$ cat config.mk
export PLATFORM = sky130hd
export DESIGN_NAME = counting_semaphore_wait_queue
export DESIGN_NICKNAME = d
export VERILOG_FILES = /design/src/sv/csem_pkg.sv /design/src/sv/csem_ram.sv /design/src/sv/csem_ctrl.sv /design/src/sv/csem_dp.sv /design/src/sv/counting_semaphore_wait_queue.sv
export SDC_FILE = /design/constraint.sdc
export NUM_CORES = 1
export LEC_CHECK = 0
export ABC_AREA = 1
export BUFFER_PORTS_ARGS = -buffer_cell sky130_fd_sc_hd__buf_2
export CORE_MARGIN = 1.5
export CORE_UTILIZATION = 55
export DETAILED_ROUTE_END_ITERATION = 16
export GPL_ROUTABILITY_DRIVEN = 1
export PLACE_DENSITY = 0.73
export SETUP_SLACK_MARGIN = 0.2
export SYNTH_ARGS = -nofsm -noshare
export SYNTH_HDL_FRONTEND = slang
export SYNTH_SLANG_ARGS = --single-unit
$ cat constraint.sdc
create_clock -name clk -period 3.5 [get_ports clk]
set_input_delay 0.35 -clock clk [delete_from_list [all_inputs] [get_ports clk]]
set_output_delay 0.35 -clock clk [all_outputs]
set_load 0.01 [all_outputs]
$ cat src/sv/csem_pkg.sv
// package for the counting semaphore with fifo wait queue
// holds field widths, parameter defaults, controller state type and
// the command/status structs between controller and datapath
`timescale 1ns / 1ps

package csem_pkg;

  localparam int CMD_W  = 1;
  localparam int ID_W   = 16;
  localparam int REL_W  = 16;
  localparam int CNT_W  = 32;

  localparam int QUEUE_DEPTH_DEF  = 16;
  localparam int TASK_ID_BITS_DEF = 16;

  localparam logic [CNT_W-1:0] COUNT_MAX = '1;

  // command codes
  localparam logic [CMD_W-1:0] CMD_WAIT   = 1'b0;
  localparam logic [CMD_W-1:0] CMD_SIGNAL = 1'b1;

  typedef enum logic [1:0] {
    ST_IDLE,
    ST_EXEC,
    ST_WAKE
  } state_t;

  // controller to datapath
  typedef struct packed {
    logic load;  // capture the input word
    logic exec;  // evaluate the captured word
    logic pop;   // wake the task at the queue head
  } cmd_t;

  // datapath to controller
  typedef struct packed {
    logic is_signal;
    logic rem_zero;
    logic q_empty;
    logic pop_last;
  } sts_t;

endpackage

$ cat src/sv/csem_ram.sv
// generic simple dual port ram, one write and one registered read port
// no dependencies
`timescale 1ns / 1ps

module csem_ram #(
  parameter int WIDTH = 16,
  parameter int DEPTH = 16,
  localparam int AW = (DEPTH > 1) ? $clog2(DEPTH) : 1
) (
  input  logic             clk,
  input  logic             we,
  input  logic [AW-1:0]    waddr,
  input  logic [WIDTH-1:0] wdata,
  input  logic [AW-1:0]    raddr,
  output logic [WIDTH-1:0] rdata
);

  logic [WIDTH-1:0] mem [DEPTH];
  logic [WIDTH-1:0] rdata_r;

  always_ff @(posedge clk) begin
    if (we) begin
      mem[waddr] <= wdata;
    end
    rdata_r <= mem[raddr];
  end

  assign rdata = rdata_r;

endmodule

$ cat src/sv/csem_ctrl.sv
// controller state machine for the semaphore
// uses csem_pkg types; drives datapath commands and the busy flag
`timescale 1ns / 1ps

module csem_ctrl (
  input  logic          clk,
  input  logic          rst_n,
  input  logic          start,
  output logic          busy,
  input  csem_pkg::sts_t sts,
  output csem_pkg::cmd_t cmd
);

  csem_pkg::state_t state_r, state_nxt;

  always_ff @(posedge clk) begin
    if (!rst_n) begin
      state_r <= csem_pkg::ST_IDLE;
    end else begin
      state_r <= state_nxt;
    end
  end

  // next state
  always_comb begin
    state_nxt = state_r;
    case (state_r)
      csem_pkg::ST_IDLE: begin
        if (start) begin
          state_nxt = csem_pkg::ST_EXEC;
        end
      end
      csem_pkg::ST_EXEC: begin
        if (sts.is_signal && !sts.rem_zero && !sts.q_empty) begin
          state_nxt = csem_pkg::ST_WAKE;
        end else begin
          state_nxt = csem_pkg::ST_IDLE;
        end
      end
      csem_pkg::ST_WAKE: begin
        if (sts.pop_last) begin
          state_nxt = csem_pkg::ST_IDLE;
        end
      end
      default: state_nxt = csem_pkg::ST_IDLE;
    endcase
  end

  // outputs
  always_comb begin
    cmd  = '0;
    busy = 1'b1;
    case (state_r)
      csem_pkg::ST_IDLE: begin
        busy     = 1'b0;
        cmd.load = start;
      end
      csem_pkg::ST_EXEC: cmd.exec = 1'b1;
      csem_pkg::ST_WAKE: cmd.pop  = 1'b1;
      default: busy = 1'b0;
    endcase
  end

`ifndef NO_ASSERTIONS
  // wake phase only follows a signal word
  a_wake_signal: assert property (@(posedge clk) disable iff (!rst_n)
    (state_r == csem_pkg::ST_WAKE) |-> sts.is_signal)
    else $error("wake phase without signal word");
`endif

endmodule

$ cat src/sv/csem_dp.sv
// datapath for the semaphore: unit counter, queue pointers, waiter count,
// captured word and result registers; uses csem_pkg and csem_ram
`timescale 1ns / 1ps

module csem_dp #(
  parameter int QUEUE_DEPTH  = csem_pkg::QUEUE_DEPTH_DEF,
  parameter int TASK_ID_BITS = csem_pkg::TASK_ID_BITS_DEF
) (
  input  logic                        clk,
  input  logic                        rst_n,
  input  csem_pkg::cmd_t              cmd,
  output csem_pkg::sts_t              sts,
  input  logic [csem_pkg::CMD_W-1:0]  in_command,
  input  logic [csem_pkg::ID_W-1:0]   in_task_id,
  input  logic [csem_pkg::REL_W-1:0]  in_release_count,
  input  logic                        cfg_wr_en,
  input  logic [csem_pkg::CNT_W-1:0]  cfg_wr_data,
  output logic                        out_valid,
  output logic                        out_granted,
  output logic                        out_task_valid,
  output logic [csem_pkg::ID_W-1:0]   out_woken_task,
  output logic                        out_queue_full,
  output logic                        out_last
);

  localparam int AW = (QUEUE_DEPTH > 1) ? $clog2(QUEUE_DEPTH) : 1;
  localparam int TW = $clog2(QUEUE_DEPTH + 1);
  localparam int SW = (TASK_ID_BITS < csem_pkg::ID_W) ? TASK_ID_BITS : csem_pkg::ID_W;
  localparam logic [AW-1:0] LAST_SLOT = AW'(QUEUE_DEPTH - 1);
  localparam logic [TW-1:0] FULL_TOTAL = TW'(QUEUE_DEPTH);

  logic [csem_pkg::CNT_W-1:0] cnt_r, cnt_nxt;
  logic [AW-1:0]              head_r, head_nxt, tail_r, tail_nxt;
  logic [TW-1:0]              total_r, total_nxt;
  logic [csem_pkg::CMD_W-1:0] cmd_r;
  logic [SW-1:0]              task_r;
  logic [csem_pkg::REL_W-1:0] rem_r, rem_nxt;

  logic                       valid_r, valid_nxt;
  logic                       granted_r, granted_nxt;
  logic                       tvalid_r, tvalid_nxt;
  logic [csem_pkg::ID_W-1:0]  woken_r, woken_nxt;
  logic                       full_r, full_nxt;
  logic                       last_r, last_nxt;

  logic                       ram_we;
  logic [SW-1:0]              ram_rdata;

  logic [csem_pkg::REL_W-1:0] add_val;
  logic [csem_pkg::CNT_W:0]   sum;
  logic [csem_pkg::CNT_W-1:0] sat_sum;
  logic                       is_wait;

  function automatic logic [AW-1:0] next_slot(input logic [AW-1:0] i);
    return (i == LAST_SLOT) ? '0 : AW'(i + 1'b1);
  endfunction

  assign is_wait = (cmd_r == csem_pkg::CMD_WAIT);

  assign sts.is_signal = (cmd_r == csem_pkg::CMD_SIGNAL);
  assign sts.rem_zero  = (rem_r == '0);
  assign sts.q_empty   = (total_r == '0);
  assign sts.pop_last  = (rem_r == csem_pkg::REL_W'(1)) || (total_r == TW'(1));

  // saturating add of released units, one adder shared by both cases
  assign add_val = cmd.pop ? csem_pkg::REL_W'(rem_r - 1'b1) : rem_r;
  assign sum     = {1'b0, cnt_r} + (csem_pkg::CNT_W + 1)'(add_val);
  assign sat_sum = sum[csem_pkg::CNT_W] ? csem_pkg::COUNT_MAX : sum[csem_pkg::CNT_W-1:0];

  always_comb begin
    cnt_nxt     = cnt_r;
    head_nxt    = head_r;
    tail_nxt    = tail_r;
    total_nxt   = total_r;
    rem_nxt     = rem_r;
    ram_we      = 1'b0;
    valid_nxt   = 1'b0;
    granted_nxt = 1'b0;
    tvalid_nxt  = 1'b0;
    woken_nxt   = '0;
    full_nxt    = 1'b0;
    last_nxt    = 1'b0;

    if (cmd.load) begin
      rem_nxt = in_release_count;
    end

    if (cmd.exec) begin
      if (is_wait) begin
        valid_nxt = 1'b1;
        last_nxt  = 1'b1;
        if (cnt_r != '0) begin
          cnt_nxt     = cnt_r - 1'b1;
          granted_nxt = 1'b1;
        end else if (total_r < FULL_TOTAL) begin
          ram_we    = 1'b1;
          tail_nxt  = next_slot(tail_r);
          total_nxt = TW'(total_r + 1'b1);
        end else begin
          full_nxt = 1'b1;
        end
      end else if (sts.rem_zero) begin
        valid_nxt = 1'b1;
        last_nxt  = 1'b1;
      end else if (sts.q_empty) begin
        valid_nxt   = 1'b1;
        granted_nxt = 1'b1;
        last_nxt    = 1'b1;
        cnt_nxt     = sat_sum;
      end
    end

    if (cmd.pop) begin
      valid_nxt   = 1'b1;
      granted_nxt = 1'b1;
      tvalid_nxt  = 1'b1;
      woken_nxt   = csem_pkg::ID_W'(ram_rdata);
      head_nxt    = next_slot(head_r);
      total_nxt   = TW'(total_r - 1'b1);
      rem_nxt     = csem_pkg::REL_W'(rem_r - 1'b1);
      if (sts.pop_last) begin
        last_nxt = 1'b1;
        cnt_nxt  = sat_sum;
      end
    end

    // register write empties the queue and reloads the counter
    if (cfg_wr_en) begin
      cnt_nxt   = cfg_wr_data;
      head_nxt  = '0;
      tail_nxt  = '0;
      total_nxt = '0;
    end
  end

  always_ff @(posedge clk) begin
    if (!rst_n) begin
      cnt_r   <= '0;
      head_r  <= '0;
      tail_r  <= '0;
      total_r <= '0;
      valid_r <= 1'b0;
    end else begin
      cnt_r   <= cnt_nxt;
      head_r  <= head_nxt;
      tail_r  <= tail_nxt;
      total_r <= total_nxt;
      valid_r <= valid_nxt;
    end
  end

  always_ff @(posedge clk) begin
    if (cmd.load) begin
      cmd_r  <= in_command;
      task_r <= in_task_id[SW-1:0];
    end
    rem_r     <= rem_nxt;
    granted_r <= granted_nxt;
    tvalid_r  <= tvalid_nxt;
    woken_r   <= woken_nxt;
    full_r    <= full_nxt;
    last_r    <= last_nxt;
  end

  // read address tracks the next head so the head entry is ready each cycle
  csem_ram #(
    .WIDTH (SW),
    .DEPTH (QUEUE_DEPTH)
  ) u_ram (
    .clk   (clk),
    .we    (ram_we),
    .waddr (tail_r),
    .wdata (task_r),
    .raddr (head_nxt),
    .rdata (ram_rdata)
  );

  assign out_valid      = valid_r;
  assign out_granted    = granted_r;
  assign out_task_valid = tvalid_r;
  assign out_woken_task = woken_r;
  assign out_queue_full = full_r;
  assign out_last       = last_r;

`ifndef NO_ASSERTIONS
  a_total_bound: assert property (@(posedge clk) disable iff (!rst_n)
    total_r <= FULL_TOTAL)
    else $error("waiter count above queue depth");

  a_pop_nonempty: assert property (@(posedge clk) disable iff (!rst_n)
    cmd.pop |-> (total_r != '0) && (rem_r != '0))
    else $error("wake from empty queue or with no units");

  a_valid_source: assert property (@(posedge clk) disable iff (!rst_n)
    out_valid |-> $past(cmd.exec || cmd.pop))
    else $error("result strobe without execute or wake");
`endif

endmodule

$ cat src/sv/counting_semaphore_wait_queue.sv
// top level of the counting semaphore with fifo wait queue
// instantiates csem_ctrl and csem_dp; uses csem_pkg for widths and defaults
`timescale 1ns / 1ps

//  channel  handshake           payload
//  input    start / busy        in_command, in_task_id, in_release_count
//  result   out_valid strobe    out_granted, out_task_valid, out_woken_task,
//                               out_queue_full, out_last
//  config   cfg_wr_en           cfg_wr_data (initial count)
//
// a word is taken when start is high and busy is low
// wait words and zero-unit signals pass through capture, then execute
// a signal waking tasks passes through capture, execute, then one wake step
// per task: the queue memory's single read port pops one task per cycle
// each result shows on the out_ ports in the cycle after it is produced, for
// exactly one cycle; the receiver has no stall
// synchronous reset clears counter, pointers and waiter count; queue memory
// is not cleared since only written entries are ever read

module counting_semaphore_wait_queue #(
  parameter int QUEUE_DEPTH  = csem_pkg::QUEUE_DEPTH_DEF,
  parameter int TASK_ID_BITS = csem_pkg::TASK_ID_BITS_DEF
) (
  input  logic                        clk,
  input  logic                        rst_n,
  // input word
  input  logic                        start,
  output logic                        busy,
  input  logic [csem_pkg::CMD_W-1:0]  in_command,
  input  logic [csem_pkg::ID_W-1:0]   in_task_id,
  input  logic [csem_pkg::REL_W-1:0]  in_release_count,
  // results
  output logic                        out_valid,
  output logic                        out_granted,
  output logic                        out_task_valid,
  output logic [csem_pkg::ID_W-1:0]   out_woken_task,
  output logic                        out_queue_full,
  output logic                        out_last,
  // initial count register
  input  logic                        cfg_wr_en,
  input  logic [csem_pkg::CNT_W-1:0]  cfg_wr_data
);

  csem_pkg::cmd_t cmd;
  csem_pkg::sts_t sts;

  // flow control: idle -> execute -> (wake loop) -> idle
  csem_ctrl u_ctrl (
    .clk   (clk),
    .rst_n (rst_n),
    .start (start),
    .busy  (busy),
    .sts   (sts),
    .cmd   (cmd)
  );

  // counter, queue and result registers
  csem_dp #(
    .QUEUE_DEPTH  (QUEUE_DEPTH),
    .TASK_ID_BITS (TASK_ID_BITS)
  ) u_dp (
    .clk              (clk),
    .rst_n            (rst_n),
    .cmd              (cmd),
    .sts              (sts),
    .in_command       (in_command),
    .in_task_id       (in_task_id),
    .in_release_count (in_release_count),
    .cfg_wr_en        (cfg_wr_en),
    .cfg_wr_data      (cfg_wr_data),
    .out_valid        (out_valid),
    .out_granted      (out_granted),
    .out_task_valid   (out_task_valid),
    .out_woken_task   (out_woken_task),
    .out_queue_full   (out_queue_full),
    .out_last         (out_last)
  );

endmodule

# Word-level counts from Yosys, hierarchy flattened

Memory sizes are Yosys's and may differ from the RTL's. A register that Yosys moved wholly into a read port is not among the register bits.
Cells that the tools add are included.

Bits in registers: 101
RAM bits: 256
Input port bits: 69
Output and inout bits: 22
Logic and storage cells: 103
Memories: 1

Add/subtract/negate cells: 7
Order comparisons: 1
Equal/unequal tests: 10
Multiplexer cells: 48
Bitwise gates (word level): 4
Reduce and logical (&&, ||, !) cells: 18

Memory list:

| memory         | words | width | rd ports | clocked after Yosys merged registers in | write ports | line           | text |
|---|---|---|---|---|---|---|---|
| u_dp.u_ram.mem | 16    | 16    | 1        | 1                                       | 1           | csem_ram.sv:18 | `logic [WIDTH-1:0] mem [DEPTH];` |

Operators with widths:

| kind                                                                 | count |
|---|---|
| 32-bit 2-to-1 mux                                                    | 9 |
| 16-bit 2-to-1 mux                                                    | 3 |
| 32-bit by 16-bit adder with 33-bit output                            | 1 |
| 32-bit nonzero test                                                  | 1 |
| 32-bit by 1-bit subtractor with 32-bit output, second input constant | 1 |
| 5-bit 2-to-1 mux                                                     | 5 |
| 1-bit 2-to-1 mux                                                     | 23 |
| 16-bit by 1-bit == test with 1-bit output, second input constant     | 1 |
| 16-bit logical NOT                                                   | 1 |
| 4-bit 2-to-1 mux                                                     | 4 |
| 16-bit by 1-bit subtractor with 16-bit output, second input constant | 1 |
| 4-bit by 1-bit adder with 4-bit output, second input constant        | 2 |
| 4-bit == test, second input constant                                 | 2 |
| 4-bit AND reduction                                                  | 2 |
| 2-bit 2-to-1 mux                                                     | 3 |
| 2-bit one-hot mux with 3 select lines                                | 1 |
| 2-bit nonzero test                                                   | 3 |
| 5-bit by 1-bit adder with 5-bit output, second input constant        | 1 |
| 5-bit by 1-bit == test with 1-bit output, second input constant      | 1 |
| 5-bit logical NOT                                                    | 1 |
| 5-bit less-than comparator, second input constant                    | 1 |
| 5-bit by 1-bit subtractor with 5-bit output, second input constant   | 1 |
| 2-bit by 1-bit != test with 1-bit output, second input constant      | 2 |
| 2-bit != test, second input constant                                 | 2 |
| 10 further kinds                                                     | 16 |

# Logic depth before layout (Yosys ltp)

Depth in word-level cells: 12
Mapped depth: 28
Gate-level depth less buffers: 28

# Cells and area by module

Synthesis repeated with hierarchy kept, for this count alone.

Cell total of the unflattened synthesis: 2246
Area total of the unflattened synthesis: 19070.8 um^2

Modules (own cells, without submodules):

| module    | instances | cells an instance | area each (um^2) | seq. area each (um^2) |
|---|---|---|---|---|
| csem_ram  | 1         | 1074              | 11380.9          | 8007.7 |
| csem_dp   | 1         | 1144              | 7504.7           | 2312.2 |
| csem_ctrl | 1         | 28                | 185.2            | 40.0 |

# Least setup slack after synthesis

Ideal clock, no wire load.

Path kind: register to register
Start: register u_dp.rem_r[0] (netlist name)
End: register u_dp.cnt_r[15] (netlist name)
Setup time: 112 ps
Arrival: 3196 ps
Data required time: 3388 ps
Path slack: 192 ps
Stages on the path, launching flop included: 22
Buffers on the path: 1
Clock period less this slack: 3308 ps
Cell sequence: edfxtp_1 inv_1 ha_1 nand2_2 nor3_1 nand3_1 nor3_1 a21oi_1 o21ai_0 o21ai_0 ha_1 nand2_1 inv_2 a21oi_1 nand3_2 nand2_2 inv_1 buf_4 o21ai_1 o211ai_2 nand2_1 nand2_1

Cells in the longest elaborated chain, start to end: 11
Elaborated cells between the ends (all ways): 14
Classes of those cells: 2 x add/sub; 1 x eq/ne; 9 x mux; 2 x reduce/logical

RTL lines:

| element                                       | line           | text |
|---|---|---|
| start, declared                               | csem_dp.sv:37  | `logic [csem_pkg::REL_W-1:0] rem_r, rem_nxt;` |
| start signal, assigned                        | csem_dp.sv:157 | `rem_r <= rem_nxt;` |
| 16-bit by 1-bit subtractor with 16-bit output | csem_dp.sv:66  | `assign add_val = cmd.pop ? csem_pkg::REL_W'(rem_r - 1'b1) : rem_r;` |
| 16-bit 2-to-1 mux                             | csem_dp.sv:66  |  |
| 32-bit by 16-bit adder with 33-bit output     | csem_dp.sv:67  | `assign sum = {1'b0, cnt_r} + (csem_pkg::CNT_W + 1)'(add_val);` |
| 32-bit 2-to-1 mux                             | csem_dp.sv:68  | `assign sat_sum = sum[csem_pkg::CNT_W] ? csem_pkg::COUNT_MAX : sum[csem_pkg::CNT_W-1:0];` |
| 32-bit 2-to-1 mux                             | csem_dp.sv:105 | `end else if (sts.q_empty) begin` |
| 32-bit 2-to-1 mux                             | csem_dp.sv:102 | `end else if (sts.rem_zero) begin` |
| 32-bit 2-to-1 mux                             | csem_dp.sv:89  | `if (is_wait) begin` |
| 32-bit 2-to-1 mux                             | csem_dp.sv:88  | `if (cmd.exec) begin` |
| 32-bit 2-to-1 mux                             | csem_dp.sv:121 | `if (sts.pop_last) begin` |
| 32-bit 2-to-1 mux (*)                         | csem_dp.sv:113 | `if (cmd.pop) begin` |
| 32-bit 2-to-1 mux (*)                         | csem_dp.sv:128 | `if (cfg_wr_en) begin` |
| end signal, assigned                          | csem_dp.sv:144 | `cnt_r <= cnt_nxt;` |
| end, declared                                 | csem_dp.sv:32  | `logic [csem_pkg::CNT_W-1:0] cnt_r, cnt_nxt;` |

Every way passes the cells marked *; elsewhere a longest branch is shown, timed or not.
A chain may end at the register's enable or synchronous reset.

# Final worst setup path

Start: register u_dp.rem_r[1] (netlist name)
End: register u_dp.cnt_r[4] (netlist name)

Same word-level chain as after synthesis.

==> summary.md <==
| Metric | Value |
|---|---|
| Status | `complete, but fails checks` |
| Failing checks | `negative setup slack` |
| First-pass GRT wire length | `roughly 90 mm` |
| Initial antenna violation count | `0` |
| Clock sink count | `373` |
| Launch point of the worst reg-to-reg path | `u_dp.rem_r[1]` |
| CTS tree | `yes` |
| Area delta synth->final | `17.9%` |
| CP max-delay cell | `edfxtp_1` |
| Drt first pass iters | `7` |
| Clk root buf | `clkbuf_16` |
| WHS Endpoint | `u_dp.cnt_r[7]` |
| Drt total wl | `between 50 and 60 mm` |
| Slew @ Worst Pin | `0.840 ns` |
| Yosys reg bits | `373` |
| Setup Skew | `0.0251 ns` |
| Final hold vios | `0` |
| Core area | `34500 µm²` |
| TritonCTS buffer count | `40` |
| IO Pins | `91` |
| Slew Viols, Final | `0` |
| Cell area power density | `517 nW/µm²` |
| Most frequent cells in the layout | `nand2_1 (416), edfxtp_1 (289), o21ai_0 (210)` |
| Post-route antenna net violation count | `0` |
| H-tree levels | `2` |
| Total chip power | `between 10 and 15 mW` |
| Syn Area/Cell | `9.04 µm²` |
| Share of cells above drive strength 1 | `20.3%` |
| Syn Inst Count | `2120` |
| Ys Warns | `0` |
| Setup slack at placement | `-0.0772 ns` |
| Critical path's top delay family | `simple AND/OR/NAND/NOR gates` |
| Full die area | `36000 µm²` |
| Commonest non-fill, non-tap cell in the layout | `nand2_1` |
| Grt total ovfl | `0` |
| Met3 wire length | `a little under 5 mm` |
| Async SR Flop Fraction | `0%` |
| Final min period | `3.52 ns` |
| Area contributors post-synth | `edfxtp_1 (45%), dfxtp_1 (8.8%), nand2_1 (8.6%)` |
| Die Wd | `~190 µm` |
| Unrepaired setup endpoints after global routing | `true` |
| Critical path arrival | `3.96 ns` |
| Hold Path Stages | `3` |
| Die Y | `about 190 µm` |
| CP Class | `flop to flop` |
| CP max FO | `7` |
| CP cell instances | `inv_1 -> ha_4 -> nand2_2 -> nor3_4 -> nand3_4 -> nor3_4 -> a21oi_1 -> o21ai_1 -> o21ai_2 -> ha_1 -> nand2_2 -> inv_2 -> nand2_2 -> nor3_2 -> nand2_1 -> nand3_4 -> nand2_8 -> buf_6 -> clkinvlp_4 -> o21ai_1 -> o211ai_1 -> nand2_1 -> nand2_1` |
| Slowest Stage Delay on Critical Path | `0.40 ns` |
| Starting DRT DRC Count | `1651` |
| Vias | `approximately 16000` |
| Hold Path Origin | `cfg_wr_data[7]` |
| Yosys top cell area share | `around 45%` |
| Worst-path clk slew | `0.06 ns` |
| CP startpoint | `u_dp.rem_r[1]` |
| Final setup viols | `3` |
| DP HPWL | `39.0 mm` |
| Crit start category | `flop` |
| Predominant post-synthesis flop cell | `edfxtp_1` |
| EDFF count, synth | `a little under 300` |
| GRT Total Usage | `about a third` |
| Met2 wire len | `29.0 mm` |
| N_diodes | `0` |
| Via/cell ratio | `5.88` |
| FMAX | `284 MHz` |
| Number of max-cap violations | `0` |
| WL met1 | `23.2 mm` |
| Final WS setup | `-0.0217 ns` |
| Number of global-route vias before repair | `15589` |
| CTS max path bufs | `3` |
| DRC Markers | `0` |
| R2R Setup Slk | `-0.02 ns` |
| Worst EP required | `3.94 ns` |
| Min-delay worst type | `input pin to flop` |
| Period utilization | `101%` |
| Post-Route Utilization | `between 60 and 70%` |
| Wire length per cell | `21.5 µm` |
| Row Count | `just under 70` |
| Netlist cell types | `57` |
| Pleak | `9.40 nW` |
| Netlist Area Pre-Place | `between 15000 and 20000 µm²` |
| Post-synthesis sequential area ratio | `roughly 54%` |
| DR top layer | `met4` |
| Syn nets | `around 2200` |
| Post-synth top area cell | `edfxtp_1` |
| Largest net degree at the start of global routing | `95` |
| Max VDD drop | `0.822 mV` |
| RR Endpoint | `u_dp.cnt_r[4]` |
| Endpoint type of the worst setup path | `flop` |
| Nets | `2378` |
| Slew headroom | `between 40 and 50%` |
| Initial core utilization | `55.6%` |
| Clk_lat worst skew | `0.56 ns` |
| RePlAce Congestion | `0.984` |
| Port buffer count | `90` |
| Reg2Reg Depth | `23` |
| CP Buf/Inv Count | `4` |
-- sequential cells by signal (all words and copies together) (netlist names), 2 cells and up --
| signal | flops |
|---|---|
| u_dp.total_r | 5 |
| u_dp.head_r | 4 |
| u_dp.cnt_r | 32 |
| u_dp.rem_r | 16 |
| u_dp.tail_r | 4 |
| u_dp.task_r | 16 |
| u_ctrl.state_r | 2 |
| u_dp.u_ram.rdata | 16 |
| u_dp.out_woken_task | 16 |
| u_dp.u_ram.mem | 256 |
-- cells by family (layout without fill, tap and decap cells) --
family / after synthesis / in the layout / share of synthesized area [%]
AO/OA/AOI/OAI: 510 / 510 / 14.5
adder cells (fa/ha/maj): 32 / 32 / 2.13
flip-flops: 373 / 373 / 54.0
buffers and inverters: 330 / 519 / 7.37
XOR/XNOR: 35 / 35 / 1.60
multiplexers: 16 / 16 / 0.940
AND/OR/NAND/NOR: 824 / 824 / 19.5
-- through the flow --
stage                     std cells  setup TNS (ns)  hold slack, ns  cell area, µm²
final                          2764         -0.0303          0.0251           22600
after global routing           2764           -2.63         0.00154           22600
after CTS                      2755               0         0.00524           22200
after detailed placement       2643          -0.416           0.404           20400
after global placement         2643         -0.0161           0.403           20400
after floorplan                2120               0           0.390           19200
-- worst reg2reg max path: stages, from the launching register on --
cell,delay [ns]
edfxtp_1,0.40
inv_1,0.13
ha_4,0.16
nand2_2,0.07
nor3_4,0.24
nand3_4,0.14
nor3_4,0.22
a21oi_1,0.11
o21ai_1,0.15
o21ai_2,0.13
ha_1,0.33
nand2_2,0.09
inv_2,0.05
nand2_2,0.08
nor3_2,0.05
nand2_1,0.12
nand3_4,0.11
nand2_8,0.14
buf_6,0.13
clkinvlp_4,0.18
o21ai_1,0.18
o211ai_1,0.10
nand2_1,0.07
nand2_1,0.05
-- how the worst max path moves through the flow --
| stage | slack [ns] | to | cells past startpoint |
|---|---|---|---|
| final | -0.02 | u_dp.cnt_r[4] | 23 |
| after global routing | -0.15 | u_dp.cnt_r[24] | 27 |
| after CTS | 0.20 | u_dp.cnt_r[23] | 26 |
| after detailed placement | -0.08 | u_dp.cnt_r[0] | 24 |
| after global placement | -0.01 | u_dp.cnt_r[23] | 24 |
| after floorplan | 0.31 | u_dp.cnt_r[15] | 21 |
-- final cells by class --
class	instances	area [µm²]
fill	2820	11800
sequential	373	10400
multi-input combinational	1417	7880
timing repair buffer	217	1600
clock buffer	58	1150
inverter	227	861
tap	455	569
clock inverter	16	178
timing repair inverter	1	7.51
-- cells in the mapped netlist (3+ instances only) --
| cell type | number |
|---|---|
| nand2_1 | 440 |
| edfxtp_1 | 289 |
| o21ai_0 | 232 |
| inv_1 | 212 |
| nor2_1 | 154 |
| a21oi_1 | 114 |
| nand3_1 | 108 |
| dfxtp_1 | 84 |
| a31oi_1 | 66 |
| o21ai_1 | 50 |
| clkbuf_1 | 43 |
| buf_2 | 35 |
| xor2_1 | 34 |
| ha_1 | 31 |
| o211ai_1 | 23 |
| nand4_1 | 22 |
| nand2_2 | 17 |
| mux2_2 | 16 |
| nor2_2 | 16 |
| nand3_2 | 14 |
| nor3_1 | 14 |
| inv_2 | 12 |
| nor2_4 | 12 |
| buf_6 | 10 |
| buf_4 | 9 |
| o22ai_1 | 9 |
| nand2_4 | 6 |
| nand3b_1 | 6 |
| buf_1 | 3 |
| o21ai_2 | 3 |
| or2_2 | 3 |
-- routing by layer --
metal  vias up  global-route usage, %
li1       7582                      -
met1      7662                   42.6
met2       856                   55.8
met3       150                   4.39
met4         0                   13.9
met5         -                      0
-- power breakdown --
group          switching (mW)  internal [mW]
logic                    1.50          0.794
registers               0.209           4.97
clock network            1.81           2.40
-- timing repair --
action	CTS	global route
hold buffers	28	0
setup buffers	9	9
gates resized for setup	36	102
hold endpoints to repair	28	0
pin swaps	8	32
gates cloned	1	0
setup endpoints to repair	32	32
Note: power is estimated with default switching activity, not from simulation.
